--- src/rtl/core/ppu_pkg.sv ---
// ppu_pkg: shared constants, item/command types and fixed-point helpers
// for the particle pool update block. No dependencies.
`default_nettype none

package ppu_pkg;

    localparam int SLOTS      = 16;
    localparam int IDX_W      = (SLOTS > 1) ? $clog2(SLOTS) : 1;
    localparam int AXES       = 3;
    localparam int DATA_W     = 32;
    localparam int DAMP_W     = 16;
    localparam int AGE_W      = 16;
    localparam int SLOT_W     = 4;
    localparam int FRAC_SHIFT = 14;
    localparam int PROD_W     = DATA_W + DAMP_W + 1;
    localparam int RND_W      = PROD_W + 1;
    localparam int Q_W        = RND_W - FRAC_SHIFT;

    localparam logic [IDX_W-1:0]  LAST_IDX   = IDX_W'(SLOTS - 1);
    localparam logic [RND_W-1:0]  ROUND_BIAS = RND_W'(1) << (FRAC_SHIFT - 1);
    localparam logic [DATA_W-1:0] S_MAX      = {1'b0, {(DATA_W-1){1'b1}}};
    localparam logic [DATA_W-1:0] S_MIN      = {1'b1, {(DATA_W-1){1'b0}}};

    typedef enum logic
    {
        KIND_ADD  = 1'b0,
        KIND_TICK = 1'b1
    } kind_t;

    typedef struct packed
    {
        logic [AXES-1:0][DATA_W-1:0] pos;
        logic [AXES-1:0][DATA_W-1:0] vel;
        logic [AXES-1:0][DAMP_W-1:0] damp;
        logic [AGE_W-1:0]            lifespan;
    } in_item_t;

    typedef struct packed
    {
        logic             load;
        logic             add_place;
        logic             add_full;
        logic             mul;
        logic             wb;
        logic [IDX_W-1:0] idx;
    } cmd_t;

    typedef struct packed
    {
        logic used_cur;
        logic out_free;
    } status_t;

    // saturating signed add
    function automatic logic [DATA_W-1:0] sat_add(input logic [DATA_W-1:0] a,
                                                  input logic [DATA_W-1:0] b);
        logic [DATA_W:0] s;
        s = {a[DATA_W-1], a} + {b[DATA_W-1], b};
        if (s[DATA_W] != s[DATA_W-1])
        begin
            return s[DATA_W] ? S_MIN : S_MAX;
        end
        return s[DATA_W-1:0];
    endfunction

    // round Q18.30 product to Q16.16 (floor of (p + 2^13) / 2^14), saturate
    function automatic logic [DATA_W-1:0] round_damp(input logic [PROD_W-1:0] p);
        logic [RND_W-1:0] r;
        logic [Q_W-1:0]   q;
        r = {p[PROD_W-1], p} + ROUND_BIAS;
        q = r[RND_W-1:FRAC_SHIFT];
        if ((q[Q_W-1:DATA_W-1] == '0) || (q[Q_W-1:DATA_W-1] == '1))
        begin
            return q[DATA_W-1:0];
        end
        return q[Q_W-1] ? S_MIN : S_MAX;
    endfunction

endpackage

`default_nettype wire

--- src/rtl/core/ppu_ctrl.sv ---
// ppu_ctrl: sequencer for add scans and tick walks over the slot pool.
// Depends on ppu_pkg; drives commands into ppu_datapath.
`default_nettype none

module ppu_ctrl import ppu_pkg::*;
(
    input  wire logic    clk,
    input  wire logic    rst_n,
    input  wire logic    in_valid,
    input  wire logic    in_kind,
    output logic         in_ready,
    input  wire status_t status,
    output cmd_t         cmd
);

    typedef enum logic [1:0]
    {
        S_IDLE,
        S_SCAN,
        S_MUL,
        S_WB
    } state_t;

    state_t           state_reg;
    logic [IDX_W-1:0] idx_reg;

    assign in_ready = (state_reg == S_IDLE);

    always_comb
    begin
        cmd     = '0;
        cmd.idx = idx_reg;
        unique case (state_reg)
            S_IDLE:
            begin
                cmd.load = in_valid;
            end
            S_SCAN:
            begin
                if (status.out_free)
                begin
                    cmd.add_place = !status.used_cur;
                    cmd.add_full  = status.used_cur && (idx_reg == LAST_IDX);
                end
            end
            S_MUL:
            begin
                cmd.mul = 1'b1;
            end
            S_WB:
            begin
                cmd.wb = status.out_free;
            end
            default:
            begin
            end
        endcase
    end

    always_ff @(posedge clk or negedge rst_n)
    begin
        if (!rst_n)
        begin
            state_reg <= S_IDLE;
            idx_reg   <= '0;
        end
        else
        begin
            unique case (state_reg)
                S_IDLE:
                begin
                    if (in_valid)
                    begin
                        idx_reg   <= '0;
                        state_reg <= (in_kind == KIND_TICK) ? S_MUL : S_SCAN;
                    end
                end
                S_SCAN:
                begin
                    if (cmd.add_place || cmd.add_full)
                    begin
                        state_reg <= S_IDLE;
                    end
                    else if (status.used_cur && (idx_reg != LAST_IDX))
                    begin
                        idx_reg <= IDX_W'(idx_reg + 1'b1);
                    end
                end
                S_MUL:
                begin
                    state_reg <= S_WB;
                end
                S_WB:
                begin
                    if (cmd.wb)
                    begin
                        if (idx_reg == LAST_IDX)
                        begin
                            state_reg <= S_IDLE;
                        end
                        else
                        begin
                            idx_reg   <= IDX_W'(idx_reg + 1'b1);
                            state_reg <= S_MUL;
                        end
                    end
                end
                default:
                begin
                    state_reg <= S_IDLE;
                end
            endcase
        end
    end

endmodule

`default_nettype wire

--- config.mk ---
export PLATFORM = sky130hd
export DESIGN_NAME = ppu_ctrl
export DESIGN_NICKNAME = d
export VERILOG_FILES = /design/src/rtl/core/ppu_pkg.sv /design/src/rtl/core/ppu_ctrl.sv
export SDC_FILE = /design/constraint.sdc
export NUM_CORES = 1
export LEC_CHECK = 0
export ABC_AREA = 1
export BUFFER_PORTS_ARGS = -buffer_cell sky130_fd_sc_hd__buf_2
export CORE_AREA = 2 2 39 41
export CTS_CLUSTER_DIAMETER = 60
export DETAILED_ROUTE_END_ITERATION = 10
export DIE_AREA = 0 0 41 43
export GPL_ROUTABILITY_DRIVEN = 0
export PLACE_DENSITY = 0.71
export REMOVE_ABC_BUFFERS = 1
export SLEW_MARGIN = 20
export SYNTH_ARGS = -nofsm -noshare
export SYNTH_HDL_FRONTEND = slang
export SYNTH_SLANG_ARGS = --single-unit
--- constraint.sdc ---
create_clock -name clk -period 1.35 [get_ports clk]
set_input_delay 0.27 -clock clk [delete_from_list [all_inputs] [get_ports clk]]
set_output_delay 0.27 -clock clk [all_outputs]
set_load 0.02 [all_outputs]
Word-level counts from Yosys, hierarchy flattened
Index checks and enable logic that the tools add are counted.

Register bits after elaboration: 6. Bits in latches: 0. Bits in writable memories: 0. Bits in read-only memories: 0. Bits of input ports: 6. Output and inout port bits: 10. Word-level logic and storage cells: 39. Memories kept: 0.

Add/sub/neg operators: 1. Multipliers: 0. Div/mod/pow operators: 0. Order comparisons: 0. Equality and inequality tests: 11. Shift-type cells: 0. Mux-type cells: 17. Bitwise operators: 0. Reduce and logical (&&, ||, !) cells: 8.

Operators by type and width (count): 2-to-1 mux 4 bit (5); 2-to-1 mux 2 bit (7); inequality test 2 bit (second input constant) (6); one-hot mux 4 bit (3 select lines) (1); one-hot mux 2 bit (4 select lines) (1); AND reduction 6 bit (1); adder 4 x 1 -> 4 bit (second input constant) (1); == test 2 bit (second input constant) (2); == test 4 bit (second input constant) (1); inequality test 4 bit (second input constant) (1); 2-to-1 mux 1 bit (3); AND reduction 3 bit (1); nonzero test 3 bit (1); == test 2 x 1 -> 1 bit (second input constant) (1); logical AND 1 bit (2); logical NOT 2 bit (1); logical NOT 1 bit (1); logical OR 1 bit (1).

Depth between registers and ports, before layout
Gate-level depths: netlist of run 1.

Depth in word-level cells: 7. Depth in mapped cells: 9. Mapped depth without buffers: 9.

Worst setup path after synthesis of run 1
Ideal clock, no wire load.

Path type: flip-flop to flip-flop. From: register state_reg[0]. To: register idx_reg[2]. Setup time: 124 ps. Arrival: 1230 ps. Required time: 1226 ps. Slack: -4 ps. Stages on the path, launching flop included: 9. Buffers on the path: 0. Period minus slack after synthesis: 1354 ps. Cells stage by stage: dfrtp_1 -> inv_1 -> ha_1 -> nand2_1 -> o21ai_1 -> nor2_2 -> nand2_4 -> nand2_1 -> o21ai_1.

Elaborated cells between the ends (all ways): 14. Those cells by class: eq/ne (7); mux (3); reduce/logical (4).

RTL lines: start, declared (RTL line ppu_ctrl.sv:24) `state_t state_reg;`; start signal, assigned (RTL line ppu_ctrl.sv:75) `state_reg <= (in_kind == KIND_TICK) ? S_MUL : S_SCAN;`; logical NOT 2 bit (*); net in_ready (RTL line ppu_ctrl.sv:11) `output logic in_ready,`; inequality test 2 bit (no line) / nonzero test 3 bit (equally long branches); AND reduction 6 bit (no line); end signal, assigned (RTL line ppu_ctrl.sv:86) `idx_reg <= IDX_W'(idx_reg + 1'b1);`; end signal, assigned (RTL line ppu_ctrl.sv:103) `idx_reg <= IDX_W'(idx_reg + 1'b1);`; end, declared (RTL line ppu_ctrl.sv:25) `logic [IDX_W-1:0] idx_reg;`.

Mark *: on every way through the listed nets, which the timed path passes. The rest lies on a longest branch. A chain may end at the register's enable or synchronous reset.

==> results.md, run 1 <==
* Share of layout cells above drive strength 1 at 0.587
* Share of the synthesized area in the top cell type at 0.312
* Mapped cell area at 482 um^2
* Leak at roughly 0.44 nW
* Initial drt markers at 2
* Clock buffer count from CTS at 3
* Worst-path cell chain: inv_2 -> ha_4 -> nand2_4 -> nor2_4 -> nand2_2 -> inv_1 -> buf_6
* Final min period at around 1.6 ns
* CORE AREA at 1380 um^2
* I/O pins at 16
* Post-synthesis register bit count at 6
* Failing checks: setup timing
* Row count at 14
* Port Buffers at 15
* Synthesized area per cell at about 6.5 um^2
* Clk sinks at 6
* Setup violators final at 12
* Maximum VDD drop at about 1.1 mV
* Vias at about 570
* Grt total ovfl at 0
* Yosys cell types at 14
* CP required at between 1 and 1.5 ns
* Inserted Diodes at 0
* Setup TNS at -1.62 ns
* CP startpoint kind: flop
* CTS Buffer Depth at 2
* Max reg flops at 4
* Final core occ at 0.627
* Hold Path Class: input pin to async pin
* Final wirelength at 1540 um
* Root Buffer: clkbuf_4
* DIE HEIGHT at 43 um
* Largest area contributor in the netlist: dfrtp_1
* CP Class: flop to output pin
* Family with the most delay on the worst path: flip-flops
* Drt via density at 4.73
* Unrepaired setup endpoints after global routing: yes
* Vias in the first global route at 512
* Global-route wire length before repair at approximately 2100 um
* Die Wd at approximately 41 um
* Max Clock Freq at around 630 MHz
* Crit path buf inv count at 3
* Post-DR wirelength/cell at 12.8 um
* Routed Antenna Nets at 0
* Hold WS at around 0.37 ns
* Slowest CP cell: dfrtp_1
* Placement Cell Area at just over 600 um^2
* Post-placement setup slack at -0.0610 ns
* Starting Density at 0.348
* # H-tree levels at 1
* Gr usage total at 0.182
* Fillcell total at ~130
* Final cell count without fillers at 120
* Largest net degree at the start of global routing at 9
* Post-synthesis cell count at between 70 and 80
* Pre-antenna DRT Iters at 2
* DPL Wire Length at ~880 um
* Crit. End Element: output pin
* Placed insts at between 100 and 150
* Layout Nets at approximately 120
* Post-Layout Inst Area at between 800 and 900 um^2
* Status: finished, violations left
* Worst-Margin Slew at 0.238 ns
* Tot Pwr at just under 2 mW
* Fin crit share at 1.18
* CTS tree: yes
* Setup slack after layout at -0.247 ns
* Final worst clock skew at around 0.0012 ns
* Final Hold Viols at 0
* Slowest stage delay, CP at ~0.4 ns
* Clk pin slew, worst setup/hold paths at roughly 0.05 ns
* Pwr dens at ~2300 nW/um^2
* Critical path peak fanout at 4
* Area contributors post-synth: dfrtp_1 31%, nand2_1 19%, ha_1 13%, inv_1 10%, nor2_1 5.5%
* Remaining DRCs at 0
* Max-cap violations at 0
* Die area at between 1500 and 2000 um^2
* Clk Latency, worst-skew pair at around 0.25 ns
* Final slew viol count at 0
* Area Growth Syn to Fin at 80.0%
* Crit path arrival time at 1.33 ns
* Initial antenna violation count at 0
* Max-slew headroom at 0.841
* Sequential-to-total area share from yosys stat at 0.312
* Yosys Warn Count at 0
[kinds of logic (layout without fill, tap and decap cells)]
logic type | Yosys count | in the layout | synth area share
AO/OA/AOI/OAI | 9 | 9 | 0.0935
adder cells (fa/ha/maj) | 5 | 5 | 0.130
buffers and inverters | 14 | 44 | 0.109
flip-flops | 6 | 6 | 0.312
AND/OR/NAND/NOR | 40 | 40 | 0.356
[layer usage]
layer | routed length, um | up-vias | track usage
met5 | 0 | - | 0
met4 | 64 | 0 | 0.100
met3 | 46 | 6 | 0.0157
met2 | 826 | 18 | 0.297
met1 | 603 | 256 | 0.219
li1 | - | 287 | -
[cell type report]
class / count / area (um^2) / area share
multi-input cells: 54 / 418 / 0.482
repair buffers: 27 / 203 / 0.234
flip-flops and latches: 6 / 151 / 0.175
inverters: 14 / 52.6 / 0.0606
clock buffers: 3 / 22.5 / 0.0260
well taps: 16 / 20.0 / 0.0231
[power by group]
part | internal [mW] | switching, mW | leakage [nW] | total [mW]
Clock | 0.101 | 0.0690 | 0.0138 | 0.170
Combinational | 0.665 | 0.816 | 0.348 | 1.48
Sequential | 0.239 | 0.0640 | 0.0778 | 0.303
[path summary, 6_finish.rpt]
kind	startpoint	endpoint	slack, ns	cells after the start
hold reg to reg	state_reg[0]$_DFFE_PN0P_	state_reg[0]$_DFFE_PN0P_	0.58	2
setup reg to reg	state_reg[1]$_DFFE_PN0P_	idx_reg[2]$_DFFE_PN0P_	-0.21	11
setup / recovery	state_reg[1]$_DFFE_PN0P_	cmd[6]	-0.25	7
hold / removal	rst_n	idx_reg[3]$_DFFE_PN0P_	0.37	2
min in group clk	in_kind	state_reg[0]$_DFFE_PN0P_	0.37	4
max in group asynchronous	rst_n	state_reg[0]$_DFFE_PN0P_	0.82	2
[cell usage in the layout, fill, tap and decap left out]
cell type      instances
ha_2                   2
buf_4                 10
nor2_4                 4
clkbuf_4               3
or2_2                  1
nand2_4                3
nand3_1                4
dfrtp_1                5
inv_1                  9
nand2_2                8
ha_4                   3
inv_2                  5
buf_2                 10
o21ai_4                1
o21ai_0                1
nand2_1               14
dlygate4sd3_1          1
nand3_4                1
o21ai_1                2
nor2_2                 1
buf_6                  6
a21oi_1                3
nand4_1                1
o21ai_2                2
dfrtp_2                1
nor2_1                 3
[Yosys cell counts]
master	count
a21oi_1	3
ha_1	5
o21ai_1	5
or2_2	1
inv_1	13
nor2_2	1
nor2_1	7
nand4_1	1
nand2_4	1
dfrtp_1	6
inv_2	1
nand3_1	5
nand2_1	24
o21ai_0	1
[timing repair]
action,in CTS,in global routing
cloned,0,0
setup endpoints to repair,12,12
hold buffers,1,0
resized for setup,21,29
buffers inserted,4,3
hold endpoints to repair,6,0
pin swaps,6,7
(Power assumes the default switching activity.)
==> run 2, diff against run 1 <==
Settings changed: REMOVE_ABC_BUFFERS 1 to unset.
==> run 2 against run 1 <==
Compared with the run above: largest cell class unchanged; critical path depth is the same; via count increased by 0.53%; die area is the same; critical endpoint unchanged; the run still ends with setup timing left; clock skew up 0.0013 ns; sequential cell count is the same; maximum frequency grew 6.4%; design area down 7.6%.
==> results.md, run 2 (synthesis results as in run 1) <==
* Slowest CP cell: dfrtp_1
* Most frequent cells in the layout: 23 x nand2_1, 10 x inv_1, 10 x buf_2, 10 x buf_4, 8 x buf_6
* CTS Buffer Depth at 2
* Starting Density at 0.348
* Port Buffers at 15
* Die area at 1760 um^2
* Leak at 0.428 nW
* Worst-path cell chain: inv_2 -> ha_4 -> nand2_1 -> nor2_1 -> nand2_1 -> inv_1 -> buf_6
* Worst-Margin Slew at between 0.2 and 0.3 ns
* Crit. End Element: output pin
* Critical path peak fanout at 3
* Fillcell total at about 120
* Global-route wire length before repair at around 2200 um
* CORE AREA at roughly 1400 um^2
* # H-tree levels at 1
* DIE HEIGHT at roughly 43 um
* Initial antenna violation count at 0
* CP dominant cell by count: nand2_1
* CP startpoint kind: flop
* Max reg flops at 4
* Row count at 14
* Max-slew headroom at 0.826
* DPL Wire Length at a little over 900 um
* CTS tree: yes
* Share of layout cells above drive strength 1 at 0.453
* Max-cap violations at 0
* Largest net degree at the start of global routing at 9
* CP required at roughly 1.1 ns
* Routed Antenna Nets at 0
* Final min period at about 1.5 ns
* Post-Layout Inst Area at approximately 800 um^2
* Clk Latency, worst-skew pair at around 0.24 ns
* Die Wd at slightly above 40 um
* Placement Cell Area at ~610 um^2
* Crit path arrival time at ~1.2 ns
* Sw Pwr at slightly below 0.8 mW
* Hold Path Class: input pin to flop
* Remaining DRCs at 0
* Post-DR wirelength/cell at 10.9 um
* Layout Nets at approximately 120
* Vias at between 500 and 600
* Final wirelength at ~1300 um
* Max Clock Freq at 666 MHz
* Gr usage total at 0.183
* Switch share at 0.447
* Final slew viol count at 0
* Pre-antenna DRT Iters at 4
* Final Hold Viols at 0
* Sequential Power Share at 0.169
* Fin crit share at 1.11
* Clk sinks at 6
* Slowest stage delay, CP at roughly 0.38 ns
* Clock buffer count from CTS at 3
* R2R setup slack at -0.08 ns
* Pwr dens at 2200 nW/um^2
* Final core occ at 0.579
* Area Growth Syn to Fin at 66.2%
* Most common cell after layout, fill and taps aside: nand2_1
* Family with the most delay on the worst path: flip-flops
* Clk pin slew, worst setup/hold paths at 0.04 ns
* Clk pwr share at 0.092
* Synth Net Count at 85
* Root Buffer: clkbuf_4
* Unrepaired setup endpoints after global routing: yes
* Inserted Diodes at 0
* Initial drt markers at 6
* Failing checks: setup timing
* Maximum VDD drop at between 1 and 1.5 mV
* Final worst clock skew at 0.00252 ns
* Crit path buf inv count at 3
* Comb pwr share at 0.739
* Setup violators final at 12
* I/O pins at 16
* Internal power at around 1 mW
* Vias in the first global route at 550
* Grt total ovfl at 0
* CP Class: flop to output pin
* Status: finished, violations left
* Drt via density at 4.67
* Setup slack after layout at -0.151 ns
-- run 2: cell count changes in the layout (fill, tap and decap cells not counted), sizes merged --
cell and delta:
buf +2
-- run 2: path summary, 6_finish.rpt --
path / from / end / cells after the start
max in group asynchronous: rst_n / state_reg[0]$_DFFE_PN0P_ / 2
min in group asynchronous: rst_n / idx_reg[0]$_DFFE_PN0P_ / 2
worst max-delay path: state_reg[1]$_DFFE_PN0P_ / cmd[6] / 7
worst min register to register: idx_reg[3]$_DFFE_PN0P_ / idx_reg[3]$_DFFE_PN0P_ / 2
worst max register to register: state_reg[0]$_DFFE_PN0P_ / idx_reg[0]$_DFFE_PN0P_ / 9
worst min-delay path: in_kind / state_reg[0]$_DFFE_PN0P_ / 4
-- run 2: what timing repair did --
item / CTS / global route
endpoints found under the hold margin: 6 / 0
setup endpoints to repair: 12 / 12
gates resized for setup: 24 / 4
pin swaps: 5 / 1
buffers inserted: 8 / 1
hold buffers: 1 / 0
-- run 2: cell type report --
| cell class | instances | area, um^2 | share of cell area |
|---|---|---|---|
| multi-input cells | 54 | 329 | 0.411 |
| repair buffers | 29 | 225 | 0.281 |
| flip-flops and latches | 6 | 151 | 0.189 |
| inverters | 14 | 52.6 | 0.0656 |
| clock buffers | 3 | 22.5 | 0.0281 |
| well taps | 16 | 20.0 | 0.0250 |
-- run 2: power by group through the flow --
| stage | Combinational (mW) | Sequential, mW | Clock, mW |
|---|---|---|---|
| finish | 1.30 | 0.298 | 0.161 |
| global placement | 0.868 | 0.285 | 0 |
| floorplan | 0.609 | 0.315 | 0 |
| global route | 1.46 | 0.306 | 0.184 |
| CTS | 1.23 | 0.299 | 0.174 |
| detailed placement | 0.885 | 0.291 | 0 |
-- run 2: metal layers --
metal | wire [um] | up-vias | GRT usage
met5 | 0 | - | 0
met3 | 83 | 0 | 0.0628
met4 | 0 | 0 | 0.0200
li1 | - | 292 | -
met2 | 743 | 21 | 0.322
met1 | 498 | 257 | 0.209
-- run 2: worst register-to-register path: stages, from the launching register on --
cell and delay [ns]:
dfrtp_2 0.44, ha_4 0.19, buf_6 0.11, buf_6 0.11, nor2_4 0.12, nor2_1 0.05
inv_1 0.08, nand2_4 0.08, nand2_1 0.07, o21ai_1 0.06
-- run 2: through the flow --
| step | TNS (ns) | instances | total power, mW | setup slack (ns) | hold slack [ns] |
|---|---|---|---|---|---|
| 2_1_floorplan | 0 | 74 | 0.924 | 0.0127 | -0.0256 |
| 3_3_place_gp | -0.0313 | 109 | 1.15 | -0.0313 | 0.0968 |
| 3_5_place_dp | -0.444 | 109 | 1.18 | -0.0900 | 0.100 |
| 4_1_cts | -0.940 | 121 | 1.71 | -0.168 | 0.345 |
| 5_1_grt | -2.09 | 122 | 1.95 | -0.258 | 0.362 |
| 6_report | -0.897 | 122 | 1.76 | -0.151 | 0.352 |
